==> src/hdl/packed_point_number_decoder_core_assert.svh <==
// Assertion macros for the packed point-number decoder.
// Included by the top level; empty bodies when SYNTHESIS is defined.
`ifndef PACKED_POINT_NUMBER_DECODER_CORE_ASSERT_SVH
`define PACKED_POINT_NUMBER_DECODER_CORE_ASSERT_SVH
`ifndef SYNTHESIS
// same-cycle implication
`define PPND_ASSERT_IMP(label, clk, rst, ante, cons) \
  label: assert property (@(posedge clk) disable iff (rst) (ante) |-> (cons)) \
    else $error("ppnd assertion failed");
// next-cycle implication
`define PPND_ASSERT_NEXT(label, clk, rst, ante, cons) \
  label: assert property (@(posedge clk) disable iff (rst) (ante) |=> (cons)) \
    else $error("ppnd assertion failed");
`else
`define PPND_ASSERT_IMP(label, clk, rst, ante, cons)
`define PPND_ASSERT_NEXT(label, clk, rst, ante, cons)
`endif
`endif

==> src/hdl/ppnd_pkg.sv <==
// Shared types and constants of the packed point-number decoder.
// No dependencies.
package ppnd_pkg;

  localparam int unsigned BYTE_W  = 8;
  localparam int unsigned COUNT_W = 15;
  localparam int unsigned NUM_W   = 31;
  localparam int unsigned BCNT_W  = 17;
  localparam int unsigned ERR_W   = 2;

  localparam logic [COUNT_W-1:0] CAP_RESET = 15'h7FFF;

  localparam logic [ERR_W-1:0] ERR_NONE    = 2'd0;
  localparam logic [ERR_W-1:0] ERR_INVALID = 2'd1;
  localparam logic [ERR_W-1:0] ERR_BUFFER  = 2'd2;

  typedef struct packed {
    logic [NUM_W-1:0]   point_number;
    logic [COUNT_W-1:0] point_index;
    logic               point_valid;
    logic               record_done;
    logic               full_set;
    logic [COUNT_W-1:0] point_total;
    logic [BCNT_W-1:0]  used_bytes;
    logic [ERR_W-1:0]   error_code;
  } ppnd_result_t;

endpackage

==> src/hdl/ppnd_in_if.sv <==
// Input byte channel of the packed point-number decoder.
// Depends on ppnd_pkg.
interface ppnd_in_if;
  import ppnd_pkg::*;

  logic              valid;
  logic              ready;
  logic [BYTE_W-1:0] data_byte;
  logic              record_start;
  logic              data_end;

  modport source(output valid, output data_byte, output record_start, output data_end,
                 input ready);
  modport sink(input valid, input data_byte, input record_start, input data_end,
               output ready);
endinterface

==> src/hdl/ppnd_out_if.sv <==
// Result channel of the packed point-number decoder.
// Depends on ppnd_pkg.
interface ppnd_out_if;
  import ppnd_pkg::*;

  logic               valid;
  logic               ready;
  logic [NUM_W-1:0]   point_number;
  logic [COUNT_W-1:0] point_index;
  logic               point_valid;
  logic               record_done;
  logic               full_set;
  logic [COUNT_W-1:0] point_total;
  logic [BCNT_W-1:0]  used_bytes;
  logic [ERR_W-1:0]   error_code;

  modport source(output valid, output point_number, output point_index, output point_valid,
                 output record_done, output full_set, output point_total,
                 output used_bytes, output error_code, input ready);
  modport sink(input valid, input point_number, input point_index, input point_valid,
               input record_done, input full_set, input point_total,
               input used_bytes, input error_code, output ready);
endinterface

==> src/hdl/packed_point_number_decoder_core.sv <==
// Packed point-number decoder top level: config register, parser, result buffer.
// Depends on ppnd_pkg, ppnd_in_if, ppnd_out_if, ppnd_decode, ppnd_skid and the
// assertion header.
//
// Usage:
//   byte_in carries one raw byte of a packed point-number record per beat,
//   with record_start on the first byte of a record and data_end on the last
//   byte available. point_out carries at most one result per input beat: a
//   decoded point, a record completion, or both at once. On completion the
//   beat carries error_code, point_total and used_bytes; when the error is
//   nonzero the consumer drops the record's points. cfg_we is ungated; the user
//   must write buffer_capacity via cfg_we/cfg_wdata only while the block idles.
// Timing:
//   One byte is decoded per cycle while byte_in.ready is high; with point_out
//   ready, a result appears the cycle after its byte is accepted. Sustained
//   rate is one byte per cycle with point_out ready; the running sum is 31-bit.
// Reset and stall:
//   rst clears the record state, empties the result buffer and sets the
//   capacity to 32767. When point_out stalls, one more result is held in a
//   skid entry; byte_in.ready then drops until point_out takes the held beat.
module packed_point_number_decoder_core (
  input  logic                         clk,
  input  logic                         rst,
  input  logic                         cfg_we,
  input  logic [ppnd_pkg::COUNT_W-1:0] cfg_wdata,
  ppnd_in_if.sink                      byte_in,
  ppnd_out_if.source                   point_out
);
  import ppnd_pkg::*;

`include "packed_point_number_decoder_core_assert.svh"

  logic [COUNT_W-1:0] buffer_capacity;
  logic               take;
  logic               room;
  logic               res_valid;
  ppnd_result_t       res;
  logic               out_valid;
  ppnd_result_t       out_data;
  logic               chk_nopoint;
  logic               chk_invalid;
  logic               chk_invalid_clear;
  logic               chk_allp;
  logic               chk_allp_ok;

  // Hold the capacity register
  always_ff @(posedge clk) begin
    if (rst) begin
      buffer_capacity <= CAP_RESET;
    end else if (cfg_we) begin
      buffer_capacity <= cfg_wdata;
    end
  end

  assign byte_in.ready = room;
  assign take          = byte_in.valid && room;

  ppnd_decode u_decode (
    .clk          (clk),
    .rst          (rst),
    .capacity     (buffer_capacity),
    .take         (take),
    .data_byte    (byte_in.data_byte),
    .record_start (byte_in.record_start),
    .data_end     (byte_in.data_end),
    .res_valid    (res_valid),
    .res          (res)
  );

  ppnd_skid u_skid (
    .clk       (clk),
    .rst       (rst),
    .push      (res_valid),
    .push_data (res),
    .room      (room),
    .out_valid (out_valid),
    .out_data  (out_data),
    .out_ready (point_out.ready)
  );

  // Drive the result channel
  assign point_out.valid        = out_valid;
  assign point_out.point_number = out_data.point_number;
  assign point_out.point_index  = out_data.point_index;
  assign point_out.point_valid  = out_data.point_valid;
  assign point_out.record_done  = out_data.record_done;
  assign point_out.full_set     = out_data.full_set;
  assign point_out.point_total  = out_data.point_total;
  assign point_out.used_bytes   = out_data.used_bytes;
  assign point_out.error_code   = out_data.error_code;

  // Form the terms of the checks below
  assign chk_nopoint       = out_valid && !out_data.point_valid;
  assign chk_invalid       = out_valid && out_data.error_code == ERR_INVALID;
  assign chk_invalid_clear = out_data.point_total == '0 && out_data.used_bytes == '0;
  assign chk_allp          = out_valid && out_data.full_set;
  assign chk_allp_ok       = out_data.record_done && out_data.point_total == '0 &&
                             !out_data.point_valid;

  // A beat with no point must close a record
  `PPND_ASSERT_IMP(a_nopoint_done, clk, rst, chk_nopoint, out_data.record_done)
  // An invalid record reports no count and no byte total
  `PPND_ASSERT_IMP(a_invalid_clear, clk, rst, chk_invalid, chk_invalid_clear)
  // An all-points header completes at once with a zero count
  `PPND_ASSERT_IMP(a_allp_done, clk, rst, chk_allp, chk_allp_ok)
  // Input stalls only while results wait
  `PPND_ASSERT_IMP(a_stall_cause, clk, rst, !room, out_valid)
  // A held result that is not taken stays for the next cycle
  `PPND_ASSERT_NEXT(a_held, clk, rst, out_valid && !point_out.ready, out_valid)

endmodule

==> src/hdl/ppnd_decode.sv <==
// Record parser: holds the per-record state and decodes one byte per beat.
// Depends on ppnd_pkg; the result it forms is registered by ppnd_skid.
module ppnd_decode (
  input  logic                         clk,
  input  logic                         rst,
  input  logic [ppnd_pkg::COUNT_W-1:0] capacity,
  input  logic                         take,
  input  logic [ppnd_pkg::BYTE_W-1:0]  data_byte,
  input  logic                         record_start,
  input  logic                         data_end,
  output logic                         res_valid,
  output ppnd_pkg::ppnd_result_t       res
);
  import ppnd_pkg::*;

  localparam logic [2:0] PH_IDLE = 3'd0;
  localparam logic [2:0] PH_HEAD = 3'd1;
  localparam logic [2:0] PH_HDR2 = 3'd2;
  localparam logic [2:0] PH_CTRL = 3'd3;
  localparam logic [2:0] PH_BYTE = 3'd4;
  localparam logic [2:0] PH_WHI  = 3'd5;
  localparam logic [2:0] PH_WLO  = 3'd6;

  logic [2:0]         phase;
  logic [6:0]         header_high;
  logic [COUNT_W-1:0] total_count;
  logic [COUNT_W-1:0] emitted_count;
  logic [7:0]         run_left;
  logic               word_mode;
  logic [7:0]         high_byte;
  logic [NUM_W-1:0]   running_sum;
  logic [BCNT_W-1:0]  byte_counter;
  logic               over_capacity;

  logic [2:0]         phase_next;
  logic [6:0]         header_high_next;
  logic [COUNT_W-1:0] total_count_next;
  logic [COUNT_W-1:0] emitted_count_next;
  logic [7:0]         run_left_next;
  logic               word_mode_next;
  logic [7:0]         high_byte_next;
  logic [NUM_W-1:0]   running_sum_next;
  logic [BCNT_W-1:0]  byte_counter_next;
  logic               over_capacity_next;

  // working copies after a possible record restart
  logic [2:0]         ph_w;
  logic [COUNT_W-1:0] emt_w;
  logic [COUNT_W-1:0] tot_w;
  logic [7:0]         rl_w;
  logic               wm_w;
  logic [6:0]         hh_w;
  logic [7:0]         hb_w;
  logic [NUM_W-1:0]   sum_w;
  logic [BCNT_W-1:0]  bc_w;
  logic               ovc_w;

  logic               use_cnt;
  logic [COUNT_W-1:0] cnt;
  logic               use_delta;
  logic [15:0]        delta;
  logic [7:0]         run;
  logic [COUNT_W-1:0] remaining;
  logic               done;
  logic               pvalid;
  logic               allp;
  logic [ERR_W-1:0]   err;

  // Decode one byte against the current record state
  always_comb begin
    if (record_start) begin
      ph_w  = PH_HEAD;
      emt_w = '0;
      tot_w = '0;
      rl_w  = '0;
      wm_w  = 1'b0;
      hh_w  = '0;
      hb_w  = '0;
      sum_w = '0;
      bc_w  = '0;
      ovc_w = 1'b0;
    end else begin
      ph_w  = phase;
      emt_w = emitted_count;
      tot_w = total_count;
      rl_w  = run_left;
      wm_w  = word_mode;
      hh_w  = header_high;
      hb_w  = high_byte;
      sum_w = running_sum;
      bc_w  = byte_counter;
      ovc_w = over_capacity;
    end

    phase_next         = ph_w;
    header_high_next   = hh_w;
    total_count_next   = tot_w;
    emitted_count_next = emt_w;
    run_left_next      = rl_w;
    word_mode_next     = wm_w;
    high_byte_next     = hb_w;
    running_sum_next   = sum_w;
    byte_counter_next  = bc_w + BCNT_W'(1);
    over_capacity_next = ovc_w;

    use_cnt   = 1'b0;
    cnt       = '0;
    use_delta = 1'b0;
    delta     = '0;
    run       = {1'b0, data_byte[6:0]} + 8'd1;
    remaining = tot_w - emt_w;
    done      = 1'b0;
    pvalid    = 1'b0;
    allp      = 1'b0;
    err       = ERR_NONE;
    res       = '0;

    case (ph_w)
      PH_HEAD: begin
        if (data_byte == '0) begin
          done = 1'b1;
          allp = 1'b1;
        end else if (data_byte[7]) begin
          header_high_next = data_byte[6:0];
          phase_next       = PH_HDR2;
        end else begin
          use_cnt = 1'b1;
          cnt     = {8'd0, data_byte[6:0]};
        end
      end
      PH_HDR2: begin
        use_cnt = 1'b1;
        cnt     = {hh_w, data_byte};
      end
      PH_CTRL: begin
        if ({7'd0, run} > remaining) begin
          done = 1'b1;
          err  = ERR_INVALID;
        end else begin
          run_left_next  = run;
          word_mode_next = data_byte[7];
          phase_next     = data_byte[7] ? PH_WHI : PH_BYTE;
        end
      end
      PH_BYTE: begin
        use_delta = 1'b1;
        delta     = {8'd0, data_byte};
      end
      PH_WHI: begin
        high_byte_next = data_byte;
        phase_next     = PH_WLO;
      end
      PH_WLO: begin
        use_delta = 1'b1;
        delta     = {hb_w, data_byte};
      end
      default: begin
        phase_next = PH_IDLE;
      end
    endcase

    // Latch the header count and check it against the buffer
    if (use_cnt) begin
      total_count_next   = cnt;
      over_capacity_next = (cnt > capacity);
      if (cnt == '0) begin
        done = 1'b1;
      end else begin
        phase_next = PH_CTRL;
      end
    end

    // Accumulate a delta and emit the point
    if (use_delta) begin
      running_sum_next   = sum_w + {{(NUM_W-16){1'b0}}, delta};
      pvalid             = 1'b1;
      emitted_count_next = emt_w + COUNT_W'(1);
      run_left_next      = rl_w - 8'd1;
      if (emitted_count_next == tot_w) begin
        done = 1'b1;
      end else if (run_left_next == '0) begin
        phase_next = PH_CTRL;
      end else begin
        phase_next = wm_w ? PH_WHI : PH_BYTE;
      end
    end

    // Truncation, then close the record
    if (ph_w != PH_IDLE && !done && data_end) begin
      done = 1'b1;
      err  = ERR_INVALID;
    end
    if (done) begin
      phase_next = PH_IDLE;
      if (err == ERR_NONE && over_capacity_next) begin
        err = ERR_BUFFER;
      end
    end

    res_valid        = take && (pvalid || done);
    res.point_number = pvalid ? running_sum_next : '0;
    res.point_index  = pvalid ? emt_w : '0;
    res.point_valid  = pvalid;
    res.record_done  = done;
    res.full_set     = allp;
    res.point_total  = (done && err != ERR_INVALID) ? total_count_next : '0;
    res.used_bytes   = (done && err == ERR_NONE) ? byte_counter_next : '0;
    res.error_code   = err;
  end

  // Advance the record state on each accepted beat that starts or continues a record
  always_ff @(posedge clk) begin
    if (rst) begin
      phase         <= PH_IDLE;
      header_high   <= '0;
      total_count   <= '0;
      emitted_count <= '0;
      run_left      <= '0;
      word_mode     <= 1'b0;
      high_byte     <= '0;
      running_sum   <= '0;
      byte_counter  <= '0;
      over_capacity <= 1'b0;
    end else if (take && (record_start || phase != PH_IDLE)) begin
      phase         <= phase_next;
      header_high   <= header_high_next;
      total_count   <= total_count_next;
      emitted_count <= emitted_count_next;
      run_left      <= run_left_next;
      word_mode     <= word_mode_next;
      high_byte     <= high_byte_next;
      running_sum   <= running_sum_next;
      byte_counter  <= byte_counter_next;
      over_capacity <= over_capacity_next;
    end
  end

endmodule

==> src/hdl/ppnd_skid.sv <==
// Two-entry result buffer: output register plus a skid register.
// Depends on ppnd_pkg for the result type.
module ppnd_skid (
  input  logic                   clk,
  input  logic                   rst,
  input  logic                   push,
  input  ppnd_pkg::ppnd_result_t push_data,
  output logic                   room,
  output logic                   out_valid,
  output ppnd_pkg::ppnd_result_t out_data,
  input  logic                   out_ready
);
  import ppnd_pkg::*;

  logic         main_valid;
  ppnd_result_t main_data;
  logic         skid_valid;
  ppnd_result_t skid_data;
  logic         pop;

  assign pop       = main_valid && out_ready;
  assign room      = !skid_valid;
  assign out_valid = main_valid;
  assign out_data  = main_data;

  // Control: refill the output register from the skid entry first
  always_ff @(posedge clk) begin
    if (rst) begin
      main_valid <= 1'b0;
      skid_valid <= 1'b0;
    end else begin
      if (pop || !main_valid) begin
        main_valid <= skid_valid || push;
        skid_valid <= 1'b0;
      end else if (push) begin
        skid_valid <= 1'b1;
      end
    end
  end

  // Payload: no reset needed
  always_ff @(posedge clk) begin
    if (pop || !main_valid) begin
      main_data <= skid_valid ? skid_data : push_data;
    end else if (push && !skid_valid) begin
      skid_data <= push_data;
    end
  end

endmodule

==> src/flat_wrapper.sv <==
// flat-port wrapper written by rule: the top's interface ports become plain ports
module packed_point_number_decoder_core_flat import ppnd_pkg::*;
  (clk, rst, cfg_we, cfg_wdata, byte_in_valid, byte_in_data_byte, byte_in_record_start, byte_in_data_end, byte_in_ready, point_out_valid, point_out_point_number, point_out_point_index, point_out_point_valid, point_out_record_done, point_out_full_set, point_out_point_total, point_out_used_bytes, point_out_error_code, point_out_ready);
  ppnd_in_if byte_in_i ();
  ppnd_out_if point_out_i ();
  input  logic clk;
  input  logic rst;
  input  logic cfg_we;
  input  logic [ppnd_pkg::COUNT_W-1:0] cfg_wdata;
  input wire logic [$bits(byte_in_i.valid)-1:0] byte_in_valid;
  input wire logic [$bits(byte_in_i.data_byte)-1:0] byte_in_data_byte;
  input wire logic [$bits(byte_in_i.record_start)-1:0] byte_in_record_start;
  input wire logic [$bits(byte_in_i.data_end)-1:0] byte_in_data_end;
  output wire logic [$bits(byte_in_i.ready)-1:0] byte_in_ready;
  output wire logic [$bits(point_out_i.valid)-1:0] point_out_valid;
  output wire logic [$bits(point_out_i.point_number)-1:0] point_out_point_number;
  output wire logic [$bits(point_out_i.point_index)-1:0] point_out_point_index;
  output wire logic [$bits(point_out_i.point_valid)-1:0] point_out_point_valid;
  output wire logic [$bits(point_out_i.record_done)-1:0] point_out_record_done;
  output wire logic [$bits(point_out_i.full_set)-1:0] point_out_full_set;
  output wire logic [$bits(point_out_i.point_total)-1:0] point_out_point_total;
  output wire logic [$bits(point_out_i.used_bytes)-1:0] point_out_used_bytes;
  output wire logic [$bits(point_out_i.error_code)-1:0] point_out_error_code;
  input wire logic [$bits(point_out_i.ready)-1:0] point_out_ready;
  assign byte_in_i.valid = byte_in_valid;
  assign byte_in_i.data_byte = byte_in_data_byte;
  assign byte_in_i.record_start = byte_in_record_start;
  assign byte_in_i.data_end = byte_in_data_end;
  assign byte_in_ready = byte_in_i.ready;
  assign point_out_valid = point_out_i.valid;
  assign point_out_point_number = point_out_i.point_number;
  assign point_out_point_index = point_out_i.point_index;
  assign point_out_point_valid = point_out_i.point_valid;
  assign point_out_record_done = point_out_i.record_done;
  assign point_out_full_set = point_out_i.full_set;
  assign point_out_point_total = point_out_i.point_total;
  assign point_out_used_bytes = point_out_i.used_bytes;
  assign point_out_error_code = point_out_i.error_code;
  assign point_out_i.ready = point_out_ready;
  packed_point_number_decoder_core u_core (.clk(clk), .rst(rst), .cfg_we(cfg_we), .cfg_wdata(cfg_wdata), .byte_in(byte_in_i), .point_out(point_out_i));
endmodule
==> config.mk <==
export PLATFORM = sky130hd
export DESIGN_NAME = packed_point_number_decoder_core_flat
export DESIGN_NICKNAME = d
export VERILOG_FILES = /design/src/hdl/ppnd_pkg.sv /design/src/hdl/ppnd_in_if.sv /design/src/hdl/ppnd_out_if.sv /design/src/hdl/packed_point_number_decoder_core.sv /design/src/hdl/ppnd_decode.sv /design/src/hdl/ppnd_skid.sv /design/src/flat_wrapper.sv
export VERILOG_INCLUDE_DIRS = /design/src /design/src/hdl
export SDC_FILE = /design/constraint.sdc
export NUM_CORES = 1
export LEC_CHECK = 0
export BUFFER_PORTS_ARGS = -buffer_cell sky130_fd_sc_hd__buf_4
export CAP_MARGIN = 20
export CORE_UTILIZATION = 45
export CTS_BUF_LIST = sky130_fd_sc_hd__clkbuf_2
export CTS_CLUSTER_DIAMETER = 150
export CTS_CLUSTER_SIZE = 16
export DETAILED_ROUTE_END_ITERATION = 16
export SLEW_MARGIN = 20
export SYNTH_ARGS = -nofsm -noshare
export SYNTH_HDL_FRONTEND = slang
export SYNTH_HIERARCHICAL = 1
export SYNTH_SLANG_ARGS = --single-unit
==> constraint.sdc <==
create_clock -name clk -period 14.65 [get_ports clk]
set_input_delay 0 -clock clk [delete_from_list [all_inputs] [get_ports clk]]
set_output_delay 0 -clock clk [all_outputs]
set_load 0.02 [all_outputs]
# Yosys cells after proc, flatten, opt, wreduce, memory -nomap -nowiden
# Cells that the tools add are included.
# totals
romBits	0
inputBits	30
latch_bits	0
memories	0
ram_bits	0
regBits	289
# op_classes
n_eq_ne	8
muxes	63
bitwise_logic	1
reduce_logical	28
n_lt_le_gt_ge	2
n_div	0
n_addsub	6
n_shift	0
n_mul	0
# op_table
cell	count
two-way mux 31 bit	3
two-way mux 15 bit	6
two-way mux 83 bit	1
two-way mux 8 bit	6
two-way mux 7 bit	6
two-way mux 17 bit	2
one-hot mux 16 bit (2 select lines)	1
adder 31 x 16 -> 31 bit	1
two-way mux 3 bit	10
one-hot mux 15 bit (2 select lines)	1
two-way mux 1 bit	21
adder 17 x 1 -> 17 bit, second input constant	1
logical NOT 8 bit	2
adder 15 x 1 -> 15 bit, second input constant	1
== test 15 bit	1
greater-than comparator 15 bit	1
greater-than comparator 8 x 15 -> 1 bit	1
logical NOT 15 bit	1
subtractor 15 bit	1
one-hot mux 3 bit (4 select lines)	1
logical AND 1 bit	10
== test 3 bit, second input constant	3
adder 7 x 1 -> 8 bit, second input constant	1
subtractor 8 x 1 -> 8 bit, second input constant	1
13 further kinds	25

# Depth between registers and ports, before layout
# Gate-level depths: netlist of the first run.
# depth
ltp_word	21
ltp_mapped	26
depth_no_buf	21

# By module
# Netlist of the first run, hierarchy kept.
# by_module_without_submodules
mod	n_inst	cells_per_inst	area_per_inst_um2
ppnd_decode	1	1290	9193.8
ppnd_skid	1	267	6217.2
packed_point_number_decoder_core	1	50	566.8

# Worst setup path before layout of the first run
# Ideal clock, no wire load.
# synth_path
kind	input to register
start	input port byte_in_record_start
end	register u_core/u_skid/skid_data[0] (netlist name), enable pin
required_ns	14.007
setup_time_ns	0.643
arrival_ns	10.271
stages	24
path_buffers	5
path_slack_ns	3.736
cell_sequence	buf_2 > buf_4 > inv_1 > clkbuf_1 > buf_1 > clkbuf_1 > nand2_1 > ha_1 > fa_1 > or3b_1 > and2_1 > o21ai_0 > xnor2_1 > ha_1 > o21ai_0 > nand2b_1 > a21oi_1 > a211oi_1 > o2111a_1 > nand3_1 > o21bai_1 > a21oi_1 > a21boi_0 > nor3b_1
# synth_via
elab_chain_cells	17
# synth_lines
item	line_no	rtl
start: declaration	flat_wrapper.sv:12	input wire logic [$bits(byte_in_i.record_start)-1:0] byte_in_record_start;
two-way mux 15 bit	ppnd_decode.sv:71	if (record_start) begin
subtractor 15 bit	ppnd_decode.sv:111	remaining = tot_w - emt_w;
greater-than comparator 8 x 15 -> 1 bit	ppnd_decode.sv:136	if ({7'd0, run} > remaining) begin
two-way mux 1 bit	ppnd_decode.sv:136	
one-hot mux 1 bit (2 select lines)	ppnd_decode.sv:118	case (ph_w)
two-way mux 1 bit	ppnd_decode.sv:166	if (cnt == '0) begin
two-way mux 1 bit	ppnd_decode.sv:163	if (use_cnt) begin
two-way mux 1 bit	ppnd_decode.sv:179	if (emitted_count_next == tot_w) begin
two-way mux 1 bit	ppnd_decode.sv:174	if (use_delta) begin
logical NOT 1 bit	ppnd_decode.sv:189	if (ph_w != PH_IDLE && !done && data_end) begin
logical AND 1 bit (2 in a row)	ppnd_decode.sv:189	
two-way mux 1 bit	ppnd_decode.sv:189	
logical OR 1 bit *	ppnd_decode.sv:200	res_valid = take && (pvalid || done);
logical AND 1 bit *	ppnd_decode.sv:200	
named net u_core.res_valid	packed_point_number_decoder_core.sv:36	logic res_valid;
logical AND 1 bit *	ppnd_skid.sv:45	end else if (push && !skid_valid) begin
AND reduction 2 bit (no line) *	n/a	
end signal: assignment	ppnd_skid.sv:46	skid_data <= push_data;
end: declaration	ppnd_skid.sv:18	ppnd_result_t skid_data;
# Mark *: on every way through the listed nets, which the timed path passes. The rest lies on a longest branch.
# A chain may end at the register's enable or synchronous reset.

==> results.sh, run 1 <==
export IMPL_ys_ff_latch=289
export IMPL_numCtsBuffers=22
export IMPL_synth_top_area_share_pct=31.2
export IMPL_clk_latency_ns=0.98
export IMPL_hold_path_class="in -> reg"
export IMPL_power_density_nw_per_um2=75.4
export IMPL_clockRootBuffer="clkbuf_2"
export IMPL_synth_common_cells="169 x nor2_1, 166 x edfxtp_1, 123 x dfxtp_1, 117 x nand2_1, 94 x a21oi_1"
export IMPL_grt_ovfl_total=0
export IMPL_gp_congestion=0.933
export IMPL_maxCapViolCount=0
export IMPL_netlist_area_um2=16000
export IMPL_tightest_slew_ns=1.02
export IMPL_hp_start="byte_in_data_byte[1]"
export IMPL_async_flop_share_pct=0
export IMPL_core_area_um2=34700
export IMPL_ant_nets=0
export IMPL_synth_cell_type_count=72
export IMPL_arrival_ns=6.49
export IMPL_rsz0062_at_grt="no"
export IMPL_route_detailed_drc=0
export IMPL_timing_slew_headroom_pct=31.5
export IMPL_cp_slowest_cell="dfxtp_1"
export IMPL_synthTopCellsByArea="edfxtp_1 31%, dfxtp_1 15%, ha_1 4.6%, nor2_1 4.0%, mux2_4 3.7%"
export IMPL_nNetsFinal=1827
export IMPL_skew_ns=0.119
export IMPL_syn_avg_cell_area_um2=9.94
export IMPL_htree_levels=1
export IMPL_clock_sinks=289
export IMPL_drive_gt1_share_pct=15.8
export IMPL_worst_path_most_repeated_cell="a21o_1"
export IMPL_r2r_start="u_core/u_decode/phase[0]"
export IMPL_period_share_pct=39.4
export IMPL_synthesis_nets=1698
export IMPL_wirelength_um=41500
export IMPL_yosysTopAreaCell="edfxtp_1"
export IMPL_num_vias=12600
export IMPL_synth_edff_count=166
export IMPL_synth_ff_type="edfxtp_1"
export IMPL_cp_required_ns=15.36
export IMPL_antenna_found_initial=2
export IMPL_startpoint_type="register"
export IMPL_grt_pass1_vias=12000
export IMPL_portBuffers=114
export IMPL_pin_count=115
export IMPL_yosysSeqAreaShare_pct=46.6
export IMPL_dr_pass1_iters=5
export IMPL_reg2reg_setup_slack_ns=8.88
export IMPL_routedWlPerCell_um=18.8
export IMPL_max_freq_mhz=173
export IMPL_grt_pass1_wl_um=66000
export IMPL_worst_path_buf_inv=2
export IMPL_post_place_ws_ns=8.54
export IMPL_area_growth_pct=13.2
export IMPL_die_height_um=190
export IMPL_final_cells=2208
export IMPL_die_w_um=190
export IMPL_clk_transition_reported_paths_ns=0.34
export IMPL_yosys_warnings=6
export IMPL_finalSetupViolations=0
export IMPL_path_cells="nor2_1 > buf_4 > nand2_2 > clkinv_1 > and3_1 > ha_1 > a21o_1 > a21o_1 > a21oi_1 > nand3_1 > a21o_1 > a31oi_1 > nor3_1 > nand3_1 > xnor2_1 > nor2_1 > mux2_2"
export IMPL_drv_slew=0
export IMPL_dieArea_um2=36300
export IMPL_wl_met1_um=20000
export IMPL_fin_setup_tns_ns=0
export IMPL_viasPerCell=5.71
export IMPL_hpwl_um=26600
export IMPL_status="finished, final reports clean"
export IMPL_top_layer="met5"
export IMPL_wl_met2_um=18200
export IMPL_critical_path_top_delay_family="simple AND/OR/NAND/NOR gates"
export IMPL_initial_core_util_pct=46.0
export IMPL_crit_path_max_fanout=28
export IMPL_hold_viol_final=0
export IMPL_cts_buffer_depth=3
export IMPL_cp_end_kind="register"
export IMPL_numPlacedInstances=2086
export IMPL_synthMostInstantiatedCell="nor2_1"
export IMPL_cpPeakStageDelay_ns=0.80
export IMPL_grt_max_degree=65
export IMPL_vdd_ir_drop_max_uv=48.0
export IMPL_cts_tree="built"
export IMPL_postLayoutSetupSlackWorst_ns=8.88
export IMPL_met3_length_um=2340
export IMPL_period_needed_ns=5.77
export IMPL_timing_critical_path_from="u_core/u_decode/phase[0]"
export IMPL_dr_first_iter_drc_count=1122
export IMPL_crit_type="reg -> reg"
export IMPL_rows=68
export IMPL_leakage_nw=7.23
export IMPL_syn_inst=1607
export IMPL_grt_use_total_pct=22.8
## power breakdown
group,total (W),switching (W),internal (W)
Combinational,0.000151,0.0000917,0.0000597
Sequential,0.000875,0.00000771,0.000867
Clock,0.000338,0.000268,0.0000700
Total,0.00136,0.000367,0.000997
## worst paths after layout
kind / endpoint / cells after the start
min reg2reg: u_core/u_decode/running_sum[11] / 2
max: u_core/u_skid/out_data[81] / 17
min: u_core/u_skid/skid_data[20] / 4
max reg2reg: u_core/u_skid/out_data[81] / 17
## worst register-to-register path, stage by stage, from the launching register on
cell      delay, ns
dfxtp_1        0.80
nor2_1         0.36
buf_4          0.29
nand2_2        0.22
clkinv_1       0.73
and3_1         0.52
ha_1           0.38
a21o_1         0.21
a21o_1         0.18
a21oi_1        0.21
nand3_1        0.11
a21o_1         0.19
a31oi_1        0.46
nor3_1         0.23
nand3_1        0.18
xnor2_1        0.12
nor2_1         0.07
mux2_2         0.28
## final cells by class
class	count	area (um2)
Fill cell	3142	16600
Multi-Input combinational cell	1172	7910
Sequential cell	289	7450
Timing Repair Buffer	213	1800
Tap cell	455	569
Clock buffer	39	195
Inverter	38	143
Clock inverter	1	16.3
Antenna cell	1	2.50
## registers in the layout (all words and copies together) (netlist names)
register / count
u_core/u_decode/total_count: 15
u_core/u_skid/skid_data: 83
u_core/u_decode/run_left: 8
u_core/u_skid/out_data: 83
u_core/u_skid/skid_valid: 1
u_core/u_decode/word_mode: 1
u_core/u_skid/out_valid: 1
u_core/u_decode/header_high: 7
u_core/u_decode/byte_counter: 17
u_core/u_decode/emitted_count: 15
u_core/u_decode/running_sum: 31
u_core/u_decode/phase: 3
u_core/u_decode/high_byte: 8
u_core/buffer_capacity: 15
u_core/u_decode/over_capacity: 1
## placed cells by master, fill, tap and decap left out, types with 6 or more instances in the layout
cell type | netlist | final
and2_1 | 20 | 20
nand3_1 | 33 | 33
edfxtp_1 | 166 | 166
dlygate4sd3_1 | 0 | 81
nor3_1 | 30 | 30
nor2_1 | 169 | 169
o21a_1 | 8 | 8
nand2_1 | 117 | 116
mux2_4 | 39 | 39
o31ai_1 | 11 | 11
nor2b_1 | 74 | 74
a22oi_1 | 57 | 57
a21o_1 | 16 | 16
buf_4 | 5 | 132
o21ai_0 | 81 | 81
ha_1 | 59 | 59
mux2_2 | 46 | 46
and3_1 | 52 | 52
a311oi_1 | 6 | 6
inv_1 | 37 | 37
clkbuf_2 | 0 | 39
dfxtp_1 | 123 | 122
nand4_1 | 11 | 11
or3_1 | 16 | 16
nand2b_1 | 10 | 9
xnor2_1 | 58 | 58
nor4_1 | 9 | 9
o211ai_1 | 7 | 7
a21oi_1 | 94 | 94
a31oi_1 | 19 | 19
a211o_1 | 17 | 17
nor3b_1 | 7 | 6
xor2_1 | 17 | 17
## cells by family (layout without fill, tap and decap cells)
logic type	after synthesis	after routing	synth area share, %
AND/OR/NAND/NOR	571	571	17.7
AO/OA/AOI/OAI	375	375	15.3
flip-flops	289	289	46.6
buffers and inverters	146	291	4.13
multiplexers	89	89	7.16
XOR/XNOR	76	76	4.21
adder cells (fa/ha/maj)	61	61	4.87
other	0	1	0
## layer usage
layer	vias to the layer above	global-route usage, %
li1	6103	-
met1	6066	33.5
met5	-	0
met2	376	35.0
met3	61	3.05
met4	2	6.03
## per-stage QoR
stage	area (um2)	hold WS, ns	utilization (%)	total power, W
6_report	18100	0.129	52.1	0.00136
3_5_place_dp	17100	0.205	49.1	0.00102
4_1_cts	18100	0.0196	52.1	0.00138
5_1_grt	18100	0.0550	52.1	0.00143
3_3_place_gp	17100	0.203	49.1	0.00102
2_1_floorplan	16000	0.0691	-	0.000976
## what timing repair did
action	CTS	global route
setup buffers	0	0
gates resized for setup	0	0
hold endpoints to repair	190	0
hold buffers	81	0
Power figures use the tool's default switching activity.
==> run 2: changes to the inputs <==
==> constraint.sdc (replaced) <==
create_clock -name clk -period 4.7 [get_ports clk]
set_input_delay 0 -clock clk [delete_from_list [all_inputs] [get_ports clk]]
set_output_delay 0 -clock clk [all_outputs]
set_load 0.02 [all_outputs]
==> run 2 against run 1 <==
Global-route usage is 0.19 points lower. Wire length up 1.8%. Worst hold slack got worse by 0.076 ns. Setup slack worse by 8.7 ns. Die area did not move. Critical path depth rose by 3. Core utilization up 1.4 points. Combinational power rose to 3.3 times the previous value. First-iteration DRC count shrank 27%. Power rose to 3.1 times the previous value. Largest power group unchanged.
==> results.sh, run 2 (synthesized netlist as in run 1, its figures left out) <==
export IMPL_final_cells=2245
export IMPL_die_w_um=190
export IMPL_reg2reg_setup_slack_ns=0.18
export IMPL_rows=68
export IMPL_leakage_nw=7.47
export IMPL_route_detailed_drc=0
export IMPL_cts_buffer_depth=3
export IMPL_final_common_cell="nor2_1"
export IMPL_gp_congestion=0.903
export IMPL_dr_pass1_iters=5
export IMPL_arrival_ns=5.20
export IMPL_hold_viol_final=0
export IMPL_hold_path_class="in -> reg"
export IMPL_status="finished, final reports clean"
export IMPL_nNetsFinal=1862
export IMPL_drv_slew=0
export IMPL_startpoint_type="register"
export IMPL_initial_core_util_pct=46.0
export IMPL_crit_path_max_fanout=10
export IMPL_final_area_um2=18600
export IMPL_dieArea_um2=36300
export IMPL_cp_required_ns=5.38
export IMPL_crit_type="reg -> reg"
export IMPL_skew_ns=0.117
export IMPL_vdd_ir_drop_max_uv=179
export IMPL_power_density_nw_per_um2=231
export IMPL_htree_levels=1
export IMPL_grt_pass1_wl_um=65500
export IMPL_grt_ovfl_total=0
export IMPL_clock_sinks=289
export IMPL_maxCapViolCount=0
export IMPL_hp_start="byte_in_data_byte[0]"
export IMPL_grt_use_total_pct=22.6
export IMPL_place_area_um2=17300
export IMPL_layout_common_cells="169 x nor2_1, 166 x edfxtp_1, 158 x buf_4"
export IMPL_worstHoldPathCells=5
export IMPL_cp_end_kind="register"
export IMPL_dr_first_iter_drc_count=815
export IMPL_cpPeakStageDelay_ns=0.43
export IMPL_cts_tree="built"
export IMPL_period_needed_ns=4.52
export IMPL_viasPerCell=5.64
export IMPL_area_growth_pct=16.1
export IMPL_antenna_found_initial=2
export IMPL_period_share_pct=96.1
export IMPL_finalSetupViolations=0
export IMPL_portBuffers=114
export IMPL_total_power_w=0.00429
export IMPL_hpwl_um=27700
export IMPL_clk_latency_ns=0.95
export IMPL_post_place_ws_ns=0.144
export IMPL_cp_slowest_cell="dfxtp_4"
export IMPL_r2r_start="u_core/u_decode/emitted_count[0]"
export IMPL_rr_endpoint="u_core/u_skid/skid_data[53]"
export IMPL_wirelength_um=42200
export IMPL_timing_slew_headroom_pct=29.0
export IMPL_die_height_um=190
export IMPL_drive_gt1_share_pct=18.4
export IMPL_clk_transition_reported_paths_ns=0.34
export IMPL_grt_pass1_vias=11900
export IMPL_worstRegToRegCells=20
export IMPL_path_cells="nor2b_1 > ha_4 > fa_2 > or3b_4 > and2_4 > o21ai_2 > xnor2_1 > ha_1 > o21ai_1 > nand2b_1 > a21oi_1 > a211oi_2 > o2111a_1 > nand3_2 > o21bai_1 > a21oi_2 > a21boi_2 > nor3b_4 > buf_12 > clkbuf_16"
export IMPL_numPlacedInstances=2109
export IMPL_max_freq_mhz=221
export IMPL_numCtsBuffers=22
export IMPL_tightest_slew_ns=1.06
export IMPL_ant_nets=0
export IMPL_clockRootBuffer="clkbuf_2"
export IMPL_num_vias=12700
export IMPL_hold_end="u_core/u_decode/run_left[0]"
export IMPL_pin_count=115
export IMPL_grt_max_degree=76
export IMPL_routedWlPerCell_um=18.8
export IMPL_postLayoutSetupSlackWorst_ns=0.185
export IMPL_nFillCells=3148
export IMPL_core_area_um2=34700
## run 2: changes by cell type in the layout (fill, tap and decap cells not counted), sizes merged
cell	change
buf	+32
clkbuf	+4
dlygate4sd3	-1
diode	+2
## run 2: layout make-up
type                    instances  area [um2]  area share [%]
clock buffers                  39         195            1.05
clock inverters                 1        16.3          0.0876
repair buffers                248        2200            11.8
well taps                     455         569            3.07
multi-input cells            1172        7970            42.9
diodes                          3        7.51          0.0405
inverters                      38         145           0.782
flip-flops and latches        289        7460            40.2
## run 2: repair_timing
item / in CTS / in global routing
hold buffers: 80 / 0
buffers inserted: 0 / 9
resized for setup: 0 / 17
endpoints found under the hold margin: 208 / 0
endpoints found under the setup margin: 0 / 83
## run 2: worst max-delay path, delay by kind of cell, from the launching register on
| family | cells | cell delay (ns) |
|---|---|---|
| xor gates and xnor gates | 1 | 0.09 |
| and+or+nand+nor | 6 | 1.24 |
| buffers and inverters | 2 | 0.42 |
| adders and majority gates | 3 | 0.90 |
| AOI/OAI and AO/OA | 8 | 1.16 |
| DFF | 1 | 0.43 |
## run 2: report_power, final
part / switching, W / internal, W
registers: 0.0000250 / 0.00270
logic: 0.000292 / 0.000207
clock network: 0.000842 / 0.000218
## run 2: how the worst max path moves through the flow
stage / cells past startpoint / to / start
floorplan: 23 / u_core/u_skid/skid_data[0] / byte_in_record_start
global placement: 20 / u_core/u_skid/skid_data[54] / u_core/u_decode/emitted_count[0]
detailed placement: 21 / u_core/u_skid/skid_data[25] / u_core/u_decode/emitted_count[1]
CTS: 21 / u_core/u_skid/skid_data[54] / u_core/u_decode/emitted_count[1]
global route: 20 / u_core/u_skid/skid_data[55] / u_core/u_decode/emitted_count[0]
finish: 20 / u_core/u_skid/skid_data[53] / u_core/u_decode/emitted_count[0]
## run 2: metrics by stage
| step | setup TNS, ns | utilization, % | hold slack, ns |
|---|---|---|---|
| floorplan | -449.19 | - | 0.0691 |
| global placement | 0 | 49.8 | 0.202 |
| detailed placement | 0 | 49.8 | 0.206 |
| CTS | 0 | 52.8 | 0.00120 |
| global route | -0.0873 | 53.4 | 0.0415 |
| finish | 0 | 53.5 | 0.0525 |
## run 2: layer usage
metal / track usage (%) / part of all wire, % / up-vias
li1: - / - / 6168
met1: 33.7 / 49 / 6069
met2: 35.0 / 44 / 372
met3: 2.32 / 5.7 / 51
met4: 5.17 / 2.0 / 0
met5: 0 / 0 / -
